### config.mk
export PLATFORM = sky130hd
export DESIGN_NAME = mips_integer_execute_unit
export DESIGN_NICKNAME = d
export VERILOG_FILES = /design/src/hdl/mieu_pkg.sv /design/src/hdl/mieu_regfile.sv /design/src/hdl/mieu_exec.sv /design/src/hdl/mips_integer_execute_unit.sv
export SDC_FILE = /design/constraint.sdc
export NUM_CORES = 2
export LEC_CHECK = 0
export ABC_CLOCK_PERIOD_IN_PS = 12900
export BUFFER_PORTS_ARGS = -buffer_cell sky130_fd_sc_hd__buf_4
export CORE_MARGIN = 2
export CORE_UTILIZATION = 55
export DETAILED_ROUTE_END_ITERATION = 8
export GPL_TIMING_DRIVEN = 0
export HOLD_SLACK_MARGIN = 0.1
export PLACE_DENSITY = 0.69
export SYNTH_ARGS = -nofsm -noshare
export SYNTH_HDL_FRONTEND = slang
export SYNTH_SLANG_ARGS = --single-unit
### constraint.sdc
create_clock -name clk -period 12.9 [get_ports clk]
set_input_delay 3.225 -clock clk [delete_from_list [all_inputs] [get_ports clk]]
set_output_delay 3.225 -clock clk [all_outputs]
set_load 0.01 [all_outputs]
### src/hdl/mieu_pkg.sv
// Shared types, opcode and function codes for the MIPS integer execute unit.
package mieu_pkg;

    localparam int REG_COUNT = 32;

    typedef logic [31:0] word_t;
    typedef logic [4:0]  reg_idx_t;

    // Program counter after reset
    localparam word_t START_ADDR_RESET = 32'h0040_0000;

    // Primary opcodes
    localparam logic [5:0] OP_SPECIAL  = 6'h00;
    localparam logic [5:0] OP_REGIMM   = 6'h01;
    localparam logic [5:0] OP_J        = 6'h02;
    localparam logic [5:0] OP_JAL      = 6'h03;
    localparam logic [5:0] OP_BEQ      = 6'h04;
    localparam logic [5:0] OP_BNE      = 6'h05;
    localparam logic [5:0] OP_BLEZ     = 6'h06;
    localparam logic [5:0] OP_BGTZ     = 6'h07;
    localparam logic [5:0] OP_ADDI     = 6'h08;
    localparam logic [5:0] OP_SLTI     = 6'h0A;
    localparam logic [5:0] OP_ANDI     = 6'h0C;
    localparam logic [5:0] OP_ORI      = 6'h0D;
    localparam logic [5:0] OP_XORI     = 6'h0E;
    localparam logic [5:0] OP_LUI      = 6'h0F;
    localparam logic [5:0] OP_SPECIAL2 = 6'h1C;

    // SPECIAL function codes
    localparam logic [5:0] FN_SLL     = 6'h00;
    localparam logic [5:0] FN_SRL     = 6'h02;
    localparam logic [5:0] FN_SLLV    = 6'h04;
    localparam logic [5:0] FN_SRLV    = 6'h06;
    localparam logic [5:0] FN_JR      = 6'h08;
    localparam logic [5:0] FN_SYSCALL = 6'h0C;
    localparam logic [5:0] FN_ADD     = 6'h20;
    localparam logic [5:0] FN_SUB     = 6'h22;
    localparam logic [5:0] FN_AND     = 6'h24;
    localparam logic [5:0] FN_OR      = 6'h25;
    localparam logic [5:0] FN_XOR     = 6'h26;
    localparam logic [5:0] FN_SLT     = 6'h2A;

    // SPECIAL2 function code
    localparam logic [5:0] FN_MUL = 6'h02;

    // REGIMM rt codes
    localparam reg_idx_t RT_BLTZ = 5'd0;
    localparam reg_idx_t RT_BGEZ = 5'd1;

    localparam reg_idx_t REG_ZERO = 5'd0;
    localparam reg_idx_t REG_RA   = 5'd31;

    localparam word_t JUMP_REGION_MASK = 32'hF000_0000;

    // Register file write port
    typedef struct packed {
        logic     en;
        reg_idx_t index;
        word_t    value;
    } rf_write_t;

    // Outcome of one instruction
    typedef struct packed {
        word_t    next_pc;
        logic     reg_write;
        reg_idx_t write_index;
        word_t    write_value;
        logic     syscall_seen;
        logic     unknown_op;
    } exec_result_t;

endpackage

### src/hdl/mieu_regfile.sv
// Register file with registered read, per-entry valid bits and write forwarding.
module mieu_regfile (
    input  logic                clk,
    input  logic                rst_n,
    input  logic                rd_en,
    input  mieu_pkg::reg_idx_t  rs_idx,
    input  mieu_pkg::reg_idx_t  rt_idx,
    input  mieu_pkg::rf_write_t wr,
    output mieu_pkg::word_t     rs_value,
    output mieu_pkg::word_t     rt_value
);
    import mieu_pkg::*;

    word_t                regs_mem [REG_COUNT];
    logic [REG_COUNT-1:0] valid_reg;
    word_t                rs_data_reg;
    word_t                rt_data_reg;
    word_t                fwd_value_reg;
    logic                 rs_vld_reg;
    logic                 rt_vld_reg;
    logic                 rs_fwd_reg;
    logic                 rt_fwd_reg;

    // Write the memory and capture read data
    always_ff @(posedge clk)
    begin
        if (wr.en)
        begin
            regs_mem[wr.index] <= wr.value;
        end
        if (rd_en)
        begin
            rs_data_reg   <= regs_mem[rs_idx];
            rt_data_reg   <= regs_mem[rt_idx];
            fwd_value_reg <= wr.value;
        end
    end

    // Track written entries and same-cycle writes to the read addresses
    always_ff @(posedge clk or negedge rst_n)
    begin
        if (!rst_n)
        begin
            valid_reg  <= '0;
            rs_vld_reg <= 1'b0;
            rt_vld_reg <= 1'b0;
            rs_fwd_reg <= 1'b0;
            rt_fwd_reg <= 1'b0;
        end
        else
        begin
            if (wr.en)
            begin
                valid_reg[wr.index] <= 1'b1;
            end
            if (rd_en)
            begin
                rs_vld_reg <= valid_reg[rs_idx];
                rt_vld_reg <= valid_reg[rt_idx];
                rs_fwd_reg <= wr.en && (wr.index == rs_idx);
                rt_fwd_reg <= wr.en && (wr.index == rt_idx);
            end
        end
    end

    // Never-written entries, register zero included, read as zero
    assign rs_value = rs_fwd_reg ? fwd_value_reg : (rs_vld_reg ? rs_data_reg : '0);
    assign rt_value = rt_fwd_reg ? fwd_value_reg : (rt_vld_reg ? rt_data_reg : '0);

endmodule

### src/hdl/mieu_exec.sv
// Instruction decode, ALU, branch and jump resolution for one instruction.
module mieu_exec (
    input  mieu_pkg::word_t        instr,
    input  mieu_pkg::word_t        pc,
    input  mieu_pkg::word_t        rs_value,
    input  mieu_pkg::word_t        rt_value,
    output mieu_pkg::exec_result_t res
);
    import mieu_pkg::*;

    logic [5:0] op;
    logic [5:0] fn;
    reg_idx_t   rt;
    reg_idx_t   rd;
    logic [4:0] sh;
    logic [15:0] imm;
    word_t      imm_sext;
    word_t      imm_zext;
    word_t      seq_pc;
    word_t      br_target;
    word_t      j_target;
    word_t      product;
    logic       lt_reg;
    logic       lt_imm;
    logic       rs_neg;
    logic       rs_zero;

    // Field extraction and shared datapath
    assign op        = instr[31:26];
    assign rt        = instr[20:16];
    assign rd        = instr[15:11];
    assign sh        = instr[10:6];
    assign fn        = instr[5:0];
    assign imm       = instr[15:0];
    assign imm_sext  = {{16{imm[15]}}, imm};
    assign imm_zext  = {16'h0000, imm};
    assign seq_pc    = pc + 32'd4;
    assign br_target = seq_pc + {imm_sext[29:0], 2'b00};
    assign j_target  = (seq_pc & JUMP_REGION_MASK) | {4'h0, instr[25:0], 2'b00};
    assign product   = rs_value * rt_value;
    assign lt_reg    = $signed(rs_value) < $signed(rt_value);
    assign lt_imm    = $signed(rs_value) < $signed(imm_sext);
    assign rs_neg    = rs_value[31];
    assign rs_zero   = (rs_value == '0);

    // Decode and select the outcome
    always_comb
    begin
        res              = '0;
        res.next_pc      = seq_pc;
        unique case (op)
            OP_SPECIAL:
            begin
                res.reg_write   = 1'b1;
                res.write_index = rd;
                unique case (fn)
                    FN_ADD:  res.write_value = rs_value + rt_value;
                    FN_SUB:  res.write_value = rs_value - rt_value;
                    FN_AND:  res.write_value = rs_value & rt_value;
                    FN_OR:   res.write_value = rs_value | rt_value;
                    FN_XOR:  res.write_value = rs_value ^ rt_value;
                    FN_SLLV: res.write_value = rt_value << rs_value[4:0];
                    FN_SRLV: res.write_value = rt_value >> rs_value[4:0];
                    FN_SLT:  res.write_value = {31'd0, lt_reg};
                    FN_SLL:  res.write_value = rt_value << sh;
                    FN_SRL:  res.write_value = rt_value >> sh;
                    FN_JR:
                    begin
                        res.reg_write = 1'b0;
                        res.next_pc   = rs_value;
                    end
                    FN_SYSCALL:
                    begin
                        res.reg_write    = 1'b0;
                        res.syscall_seen = 1'b1;
                    end
                    default:
                    begin
                        res.reg_write  = 1'b0;
                        res.unknown_op = 1'b1;
                    end
                endcase
            end
            OP_SPECIAL2:
            begin
                if (fn == FN_MUL)
                begin
                    res.reg_write   = 1'b1;
                    res.write_index = rd;
                    res.write_value = product;
                end
                else
                begin
                    res.unknown_op = 1'b1;
                end
            end
            OP_ADDI:
            begin
                res.reg_write   = 1'b1;
                res.write_index = rt;
                res.write_value = rs_value + imm_sext;
            end
            OP_ANDI:
            begin
                res.reg_write   = 1'b1;
                res.write_index = rt;
                res.write_value = rs_value & imm_zext;
            end
            OP_ORI:
            begin
                res.reg_write   = 1'b1;
                res.write_index = rt;
                res.write_value = rs_value | imm_zext;
            end
            OP_XORI:
            begin
                res.reg_write   = 1'b1;
                res.write_index = rt;
                res.write_value = rs_value ^ imm_zext;
            end
            OP_SLTI:
            begin
                res.reg_write   = 1'b1;
                res.write_index = rt;
                res.write_value = {31'd0, lt_imm};
            end
            OP_LUI:
            begin
                res.reg_write   = 1'b1;
                res.write_index = rt;
                res.write_value = {imm, 16'h0000};
            end
            OP_BEQ:
            begin
                if (rs_value == rt_value)
                begin
                    res.next_pc = br_target;
                end
            end
            OP_BNE:
            begin
                if (rs_value != rt_value)
                begin
                    res.next_pc = br_target;
                end
            end
            OP_BLEZ:
            begin
                if (rs_neg || rs_zero)
                begin
                    res.next_pc = br_target;
                end
            end
            OP_BGTZ:
            begin
                if (!rs_neg && !rs_zero)
                begin
                    res.next_pc = br_target;
                end
            end
            OP_REGIMM:
            begin
                if (rt == RT_BLTZ)
                begin
                    if (rs_neg)
                    begin
                        res.next_pc = br_target;
                    end
                end
                else if (rt == RT_BGEZ)
                begin
                    if (!rs_neg)
                    begin
                        res.next_pc = br_target;
                    end
                end
                else
                begin
                    res.unknown_op = 1'b1;
                end
            end
            OP_J:
            begin
                res.next_pc = j_target;
            end
            OP_JAL:
            begin
                res.reg_write   = 1'b1;
                res.write_index = REG_RA;
                res.write_value = seq_pc;
                res.next_pc     = j_target;
            end
            default:
            begin
                res.unknown_op = 1'b1;
            end
        endcase

        // Drop writes to register zero and clear unused write fields
        if (res.reg_write && (res.write_index == REG_ZERO))
        begin
            res.reg_write = 1'b0;
        end
        if (!res.reg_write)
        begin
            res.write_index = '0;
            res.write_value = '0;
        end
    end

endmodule

### src/hdl/mips_integer_execute_unit.sv
// Top level of the MIPS integer execute unit: input stage, execute, result register.
//
//  Channel      Signals                                     Direction
//  instruction  in_valid / in_ready, instruction            in
//  result       out_valid / out_ready, next_pc, reg_write,  out
//               write_index, write_value, syscall_seen,
//               unknown_op
//  config       cfg_valid / cfg_ready, start_address        in
//
//  Sustains one instruction per clock while out_ready is high. Input transfers fill the
//  input registers; a result is registered on the outputs once the output side is free.
//  The loop that sets the rate is register file read, execute and write back of the
//  register file and PC, all in the same cycle between the input and result registers.
//  Reset clears the register file valid bits and loads the PC with 0x0040_0000;
//  the start address register resets to that same value with the core.
//  A stalled output holds its result; an empty input stage still takes one more item.
module mips_integer_execute_unit (
    input  logic               clk,
    input  logic               rst_n,
    input  logic               in_valid,
    output logic               in_ready,
    input  mieu_pkg::word_t    instruction,
    output logic               out_valid,
    input  logic               out_ready,
    output mieu_pkg::word_t    next_pc,
    output logic               reg_write,
    output mieu_pkg::reg_idx_t write_index,
    output mieu_pkg::word_t    write_value,
    output logic               syscall_seen,
    output logic               unknown_op,
    input  logic               cfg_valid,
    output logic               cfg_ready,
    input  mieu_pkg::word_t    start_address
);
    import mieu_pkg::*;

    logic         in_valid_reg;
    logic         in_valid_next;
    word_t        instr_reg;
    word_t        pc_reg;
    word_t        pc_next;
    word_t        start_addr_reg;
    logic         out_valid_reg;
    logic         out_valid_next;
    exec_result_t result_reg;
    exec_result_t exec_res;
    rf_write_t    rf_wr;
    word_t        rs_value;
    word_t        rt_value;
    logic         in_xfer;
    logic         advance;

    // Handshake control
    assign advance   = in_valid_reg && (!out_valid_reg || out_ready);
    assign in_ready  = !in_valid_reg || advance;
    assign in_xfer   = in_valid && in_ready;
    assign cfg_ready = 1'b1;

    // Register file write from the retiring instruction
    assign rf_wr.en    = advance && exec_res.reg_write;
    assign rf_wr.index = exec_res.write_index;
    assign rf_wr.value = exec_res.write_value;

    mieu_regfile u_regfile (
        .clk      (clk),
        .rst_n    (rst_n),
        .rd_en    (in_xfer),
        .rs_idx   (instruction[25:21]),
        .rt_idx   (instruction[20:16]),
        .wr       (rf_wr),
        .rs_value (rs_value),
        .rt_value (rt_value)
    );

    mieu_exec u_exec (
        .instr    (instr_reg),
        .pc       (pc_reg),
        .rs_value (rs_value),
        .rt_value (rt_value),
        .res      (exec_res)
    );

    // Next state of the stage valids and the PC
    always_comb
    begin
        in_valid_next = in_valid_reg;
        if (in_xfer)
        begin
            in_valid_next = 1'b1;
        end
        else if (advance)
        begin
            in_valid_next = 1'b0;
        end

        out_valid_next = out_valid_reg;
        if (advance)
        begin
            out_valid_next = 1'b1;
        end
        else if (out_ready)
        begin
            out_valid_next = 1'b0;
        end

        pc_next = advance ? exec_res.next_pc : pc_reg;
    end

    // Control state
    always_ff @(posedge clk or negedge rst_n)
    begin
        if (!rst_n)
        begin
            in_valid_reg   <= 1'b0;
            out_valid_reg  <= 1'b0;
            pc_reg         <= START_ADDR_RESET;
            start_addr_reg <= START_ADDR_RESET;
        end
        else
        begin
            in_valid_reg  <= in_valid_next;
            out_valid_reg <= out_valid_next;
            pc_reg        <= pc_next;
            if (cfg_valid && cfg_ready)
            begin
                start_addr_reg <= start_address;
            end
        end
    end

    // Payload: capture the instruction and the result
    always_ff @(posedge clk)
    begin
        if (in_xfer)
        begin
            instr_reg <= instruction;
        end
        if (advance)
        begin
            result_reg <= exec_res;
        end
    end

    assign out_valid    = out_valid_reg;
    assign next_pc      = result_reg.next_pc;
    assign reg_write    = result_reg.reg_write;
    assign write_index  = result_reg.write_index;
    assign write_value  = result_reg.write_value;
    assign syscall_seen = result_reg.syscall_seen;
    assign unknown_op   = result_reg.unknown_op;

endmodule

Word level (Yosys, flattened, before mapping):

Memories as Yosys holds them, arrays and structs flattened. A register that Yosys moved wholly into a read port is not among the register bits.
Index checks and enable logic that the tools add are counted.
Widths: inputs -> output; s select.

* add/subtract/negate cells: 5
* $mul: 1
* order comparisons: 6
* eq/ne operators: 30
* shift-type cells: 4
* multiplexer cells: 38
* bitwise operators: 8
* reduce and logical (&&, ||, !) cells: 26

Operator list (number)
* $mux 32: 13
* $pmux 38 s9: 1
* $pmux 32 s10: 1
* $pmux 32 s7: 1
* $add 32x32->32: 3
* $or 32x32->32: 2
* $shl 32x5->32: 2
* $shr 32x5->32: 2
* $eq 6x4->1 const B: 8
* $mux 38: 1
* $mux 37: 1
* $eq 6x3->1 const B: 6
* $eq 6x6->1 const B: 6
* $add 32x3->32 const B: 1
* $and 32x16->32: 1
* $and 32x32->32: 1
* $eq 32x32->1: 1
* $logic_not 32->1: 1
* $lt 32x16->1: 1
* $lt 32x32->1: 1
* $mul 32x32->32: 1
* $ne 32x32->1: 1
* $or 32x16->32: 1
* $or 32x28->32: 1
* 23 further kinds: 60

* bits in registers: 206
* bits in writable memories: 1024
* input bits: 69
* logic and storage cells: 135
* memories: 1

Memories
* u_regfile.regs_mem: depth 32, bits a word 32, read ports 2, clocked after Yosys merged registers in 2, write ports 1, line mieu_regfile.sv:14 `word_t regs_mem [REG_COUNT];`

Logic depth before layout (Yosys ltp):

* depth after elaboration: 14
* gate-level depth with buffers: 35
* gate-level depth less buffers: 30

Cells and area by module:

A second synthesis with hierarchy kept.

* cell total of the unflattened synthesis: 6704
* area, all modules: 87781.7 um2

Modules (own cells, without submodules)
* mieu_regfile: times used 1, cells each 2285, area each 52282.6 um2, sequential area each 34533.1 um2
* mieu_exec: times used 1, cells each 4236, area each 30948.4 um2, sequential area each 0.0 um2
* mips_integer_execute_unit: times used 1, cells each 183, area each 4550.6 um2, sequential area each 3975.1 um2

Worst setup path after synthesis:

No wires, ideal clock.

* path kind: flip-flop to flip-flop
* start: register u_regfile.rs_vld_reg
* end: register u_regfile.fwd_value_reg[31], data pin
* library setup time: 0.489 ns
* arrival: 9.294 ns
* slack: 3.116 ns
* cell stages (with the launch flop): 29
* clock period less this slack: 9.784 ns
* path through: dfrtp_1 > nor2b_1 > buf_4 > buf_2 > a22o_1 > clkbuf_1 > clkinv_1 > nor2_1 > fa_1 > inv_1 > fa_1 > fa_1 > fa_1 > inv_1 > fa_1 > fa_1 > fa_1 > fa_1 > ha_1 > a21oi_1 > a21oi_1 > nor2_1 > o31ai_1 > a2111oi_2 > o31ai_1 > or4_1 > a31oi_1 > xnor2_1 > o32ai_1

RTL lines
* start: declaration: line mieu_regfile.sv:19 `logic rs_vld_reg;`
* start signal: assignment: line mieu_regfile.sv:58 `rs_vld_reg <= valid_reg[rs_idx];`
* end signal: assignment: line mieu_regfile.sv:35 `fwd_value_reg <= wr.value;`
* end: declaration: line mieu_regfile.sv:18 `word_t fwd_value_reg;`

==> results by group <==
Run status
  – Outcome: finished, violations left
  – Failing checks: max-capacitance violations, max-slew violations

Floorplan
  – Area of the core: approximately 160000 sq um
  – Die area: ~160000 sq um
  – Die Height: between 400 and 500 um
  – I/O pins: between 100 and 150
  – FP Rows: about 150
  – Initial core utilization: 55.27%
  – Die W: 402.5 um

Worst setup path
  – Crit path DAT: 13.47 ns
  – Slowest cell on crit path: clkbuf_1
  – Crit. End Element: register
  – Top cell family by delay on the critical path: adder cells
  – Worst path max stage delay: 1.11 ns
  – Setup CP Type: register to register
  – Critical Path Fanout Max: 33
  – Bufs and invs on worst path: 7
  – Required @ worst endpoint: about 14 ns
  – R2r setup slk: approximately 0.046 ns
  – Cell repeated most along the worst path: fa_1
  – Setup crit start kind: register

Synthesis
  – Register area share after synthesis: between 40% and 50%
  – Yosys top cell by area: edfxtp_1
  – Avg Cell Area, Syn: 13.02 sq um
  – Synth area leaders: edfxtp_1 (42%), mux4_2 (17%), fa_1 (9.4%)
  – Distinct cells, synth: 98
  – Share of the synthesized area in the top cell type: approximately 42%
  – Post-synth ARST share: approximately 5.4%
  – Yosys warning count: 0
  – Post-synthesis register bit count: between 1000 and 1500
  – Synthesized netlist cell count: 6709
  – Post-synth EDFFs: 1224
  – Cell Area, Synth: 87330 sq um
  – Synth Flop Type: edfxtp_1

STA
  – Final worst-path cycle share: between 90% and 100%
  – Worst clock skew: around 0.075 ns
  – Setup_tns: 0 ns
  – Slew Limit Fails: about 140
  – Final Critical Period: ~13 ns
  – Tightest Pin Transition: approximately 1.7 ns
  – Fmax: approximately 0.078 GHz
  – Setup violators final: 0
  – Hold Fails Final Rpt: 0
  – RSZ-0062 raised after global routing: false
  – Slew headroom: -11.55%

Power and ir drop
  – Sw Share: 28.13%
  – Switching power: between 2 and 3 mW
  – Sequential share of power: about 47%
  – Cell-internal power: ~7.3 mW
  – Combinational fraction of design power: 14.1%
  – Pwr Total: around 10 mW
  – Pleak: around 36 nW
  – Max IR drop VDD: 211.0 uV
  – Clock share of power: 39.0%
  – Pwr/cell area: 104.1 nW/um^2

Cells and area
  – Max FFs per register: slightly above 1000
  – Commonest non-fill, non-tap cell in the layout: edfxtp_1
  – Largest Register: u_regfile.regs_mem
  – Most frequent cells in the layout: edfxtp_1 (1224), mux4_2 (661), nor2_1 (617)
  – Final instance area: a little under 100000 sq um
  – Layout Area Growth over Synthesis: 11.71%
  – Post-layout util: approximately three fifths
  – Layout cell share with drive strength beyond 1: about a fifth
  – Non-filler instance count after layout: 9260
  – Net total in the final layout: roughly 7900
  – Layout fillers: between 10000 and 15000

Clocking
  – CTS buffer count: between 100 and 150
  – Hold_buf cts: 0
  – Post-CTS Setup Bufs: 0
  – Clock Tree Buf Depth: 3
  – Root Buffer: clkbuf_16
  – Sink Count: around 1300
  – TritonCTS clock tree: done
  – Cells resized by post-CTS repair: 0
  – Latest clock arrival within the worst-skew pair: 0.85 ns
  – # H-tree levels: 4
  – Clk pin slew, worst setup/hold paths: ~0.06 ns

Routing
  – Final ANT Viol Nets: 0
  – Wire per inst: around 43 um
  – TritonRoute pass-1 iters: 9
  – Final WL: between 400000 and 500000 um
  – DRC Markers: 0
  – Via density per instance: 7.513
  – Via count: slightly below 70000
  – DR iter-0 viols: 11484

GRT
  – Global-route wire length before repair: between 500000 and 600000 um
  – Gr ovfl total: 0
  – Initial antenna violation count: 35
  – Vias in the first global route: 68650
  – Largest net degree at the start of global routing: 101
  – Tot GR Track Use: 49.59%

Placed design
  – PortBufs: roughly 110
  – Post-placement cell area: roughly 93000 sq um
  – Routability cong.: around 1.1
  – DP HPWL: roughly 290000 um
  – # placed instances: 8997

Worst hold path
  – HP Class: register to register

Flow run
  – Max-cap violations: 15
-- power groups by stage --
stage / combinational (mW) / clock, mW / sequential (mW)
2_1_floorplan: 0.859 / 0 / 4.82
3_3_place_gp: 1.34 / 0 / 4.84
3_5_place_dp: 1.37 / 0 / 4.84
4_1_cts: 1.38 / 3.94 / 4.75
5_1_grt: 1.49 / 4.09 / 4.76
6_report: 1.43 / 3.97 / 4.76
-- cell families (layout without fill, tap and decap cells) --
| family | count (synthesis) | in the layout | synth area share, % |
|---|---|---|---|
| fa+ha+maj | 740 | 740 | 14.14 |
| other cells | 2 | 54 | 0.008599 |
| flops | 1294 | 1294 | 44.09 |
| buf+inv | 991 | 1418 | 4.384 |
| compound gates | 1117 | 1117 | 8.577 |
| xor+xnor | 180 | 180 | 1.805 |
| mux | 848 | 848 | 19.33 |
| simple gates | 1537 | 1537 | 7.661 |
-- metrics by stage --
step / hold slack, ns / setup WS (ns)
CTS: 0.4886 / 0.5255
detailed placement: 0.4697 / 0.6483
global placement: 0.4531 / -2.508
floorplan: 0.4413 / 3.116
finish: 0.4935 / 0.04553
global route: 0.5114 / 0.1320
-- synthesized netlist by cell type, types with 16 or more instances --
library cell  number
a211oi_1          54
a21o_1            42
a21oi_1          296
a221o_1           16
a221oi_1          60
a22o_1            52
a22oi_1           28
a31oi_1           36
and3_1            21
buf_1             80
buf_2             54
clkbuf_1         295
dfrtp_1           69
edfxtp_1        1224
fa_1             412
ha_1             328
inv_1            528
mux2_2            90
mux2i_1           95
mux4_2           661
nand2_1          505
nand2b_1          35
nand3_1           73
nand4_1           17
nor2_1           648
nor2b_1           26
nor3_1            68
nor4_1            32
o211ai_1          33
o21a_1            28
o21ai_0          206
o21bai_1          29
o221ai_1          38
o22ai_1           51
o31ai_1           19
or2_2             31
xnor2_1          128
xor2_1            52
-- cell type report --
type | count | area (sq um) | share of cell area [%]
Buffer | 439 | 1787 | 1.831
Multi-Input combinational cell | 4455 | 45780 | 46.93
Timing Repair Buffer | 189 | 2338 | 2.397
Clock buffer | 174 | 3545 | 3.633
Clock inverter | 64 | 870.8 | 0.8927
Sequential cell | 1294 | 38510 | 39.47
Tap cell | 2072 | 2592 | 2.657
Antenna cell | 21 | 52.55 | 0.05387
Inverter | 552 | 2077 | 2.129
-- metal layers --
| layer | vias to the layer above | share of wire (%) | global-route usage, % | routed length [um] |
|---|---|---|---|---|
| met1 | 34759 | 32 | 57.78 | 129300 |
| met4 | 30 | 11 | 42.30 | 44290 |
| met5 | - | 0.061 | 0.08921 | 246 |
| met2 | 6789 | 44 | 75.05 | 178300 |
| met3 | 2065 | 12 | 15.50 | 50130 |
| li1 | 25927 | - | - | - |
-- path summary, 6_finish.rpt --
kind | start | endpoint | cells past startpoint
setup / recovery | u_regfile.rs_fwd_reg | u_regfile.fwd_value_reg[30] | 29
hold / removal | u_regfile.valid_reg[18] | u_regfile.valid_reg[18] | 1
setup reg to reg | u_regfile.rs_fwd_reg | u_regfile.fwd_value_reg[30] | 29
hold reg to reg | u_regfile.valid_reg[18] | u_regfile.valid_reg[18] | 1
max in group asynchronous | rst_n | u_regfile.valid_reg[28] | 1
min in group asynchronous | rst_n | pc_reg[10] | 1
(Power assumes the default switching activity.)
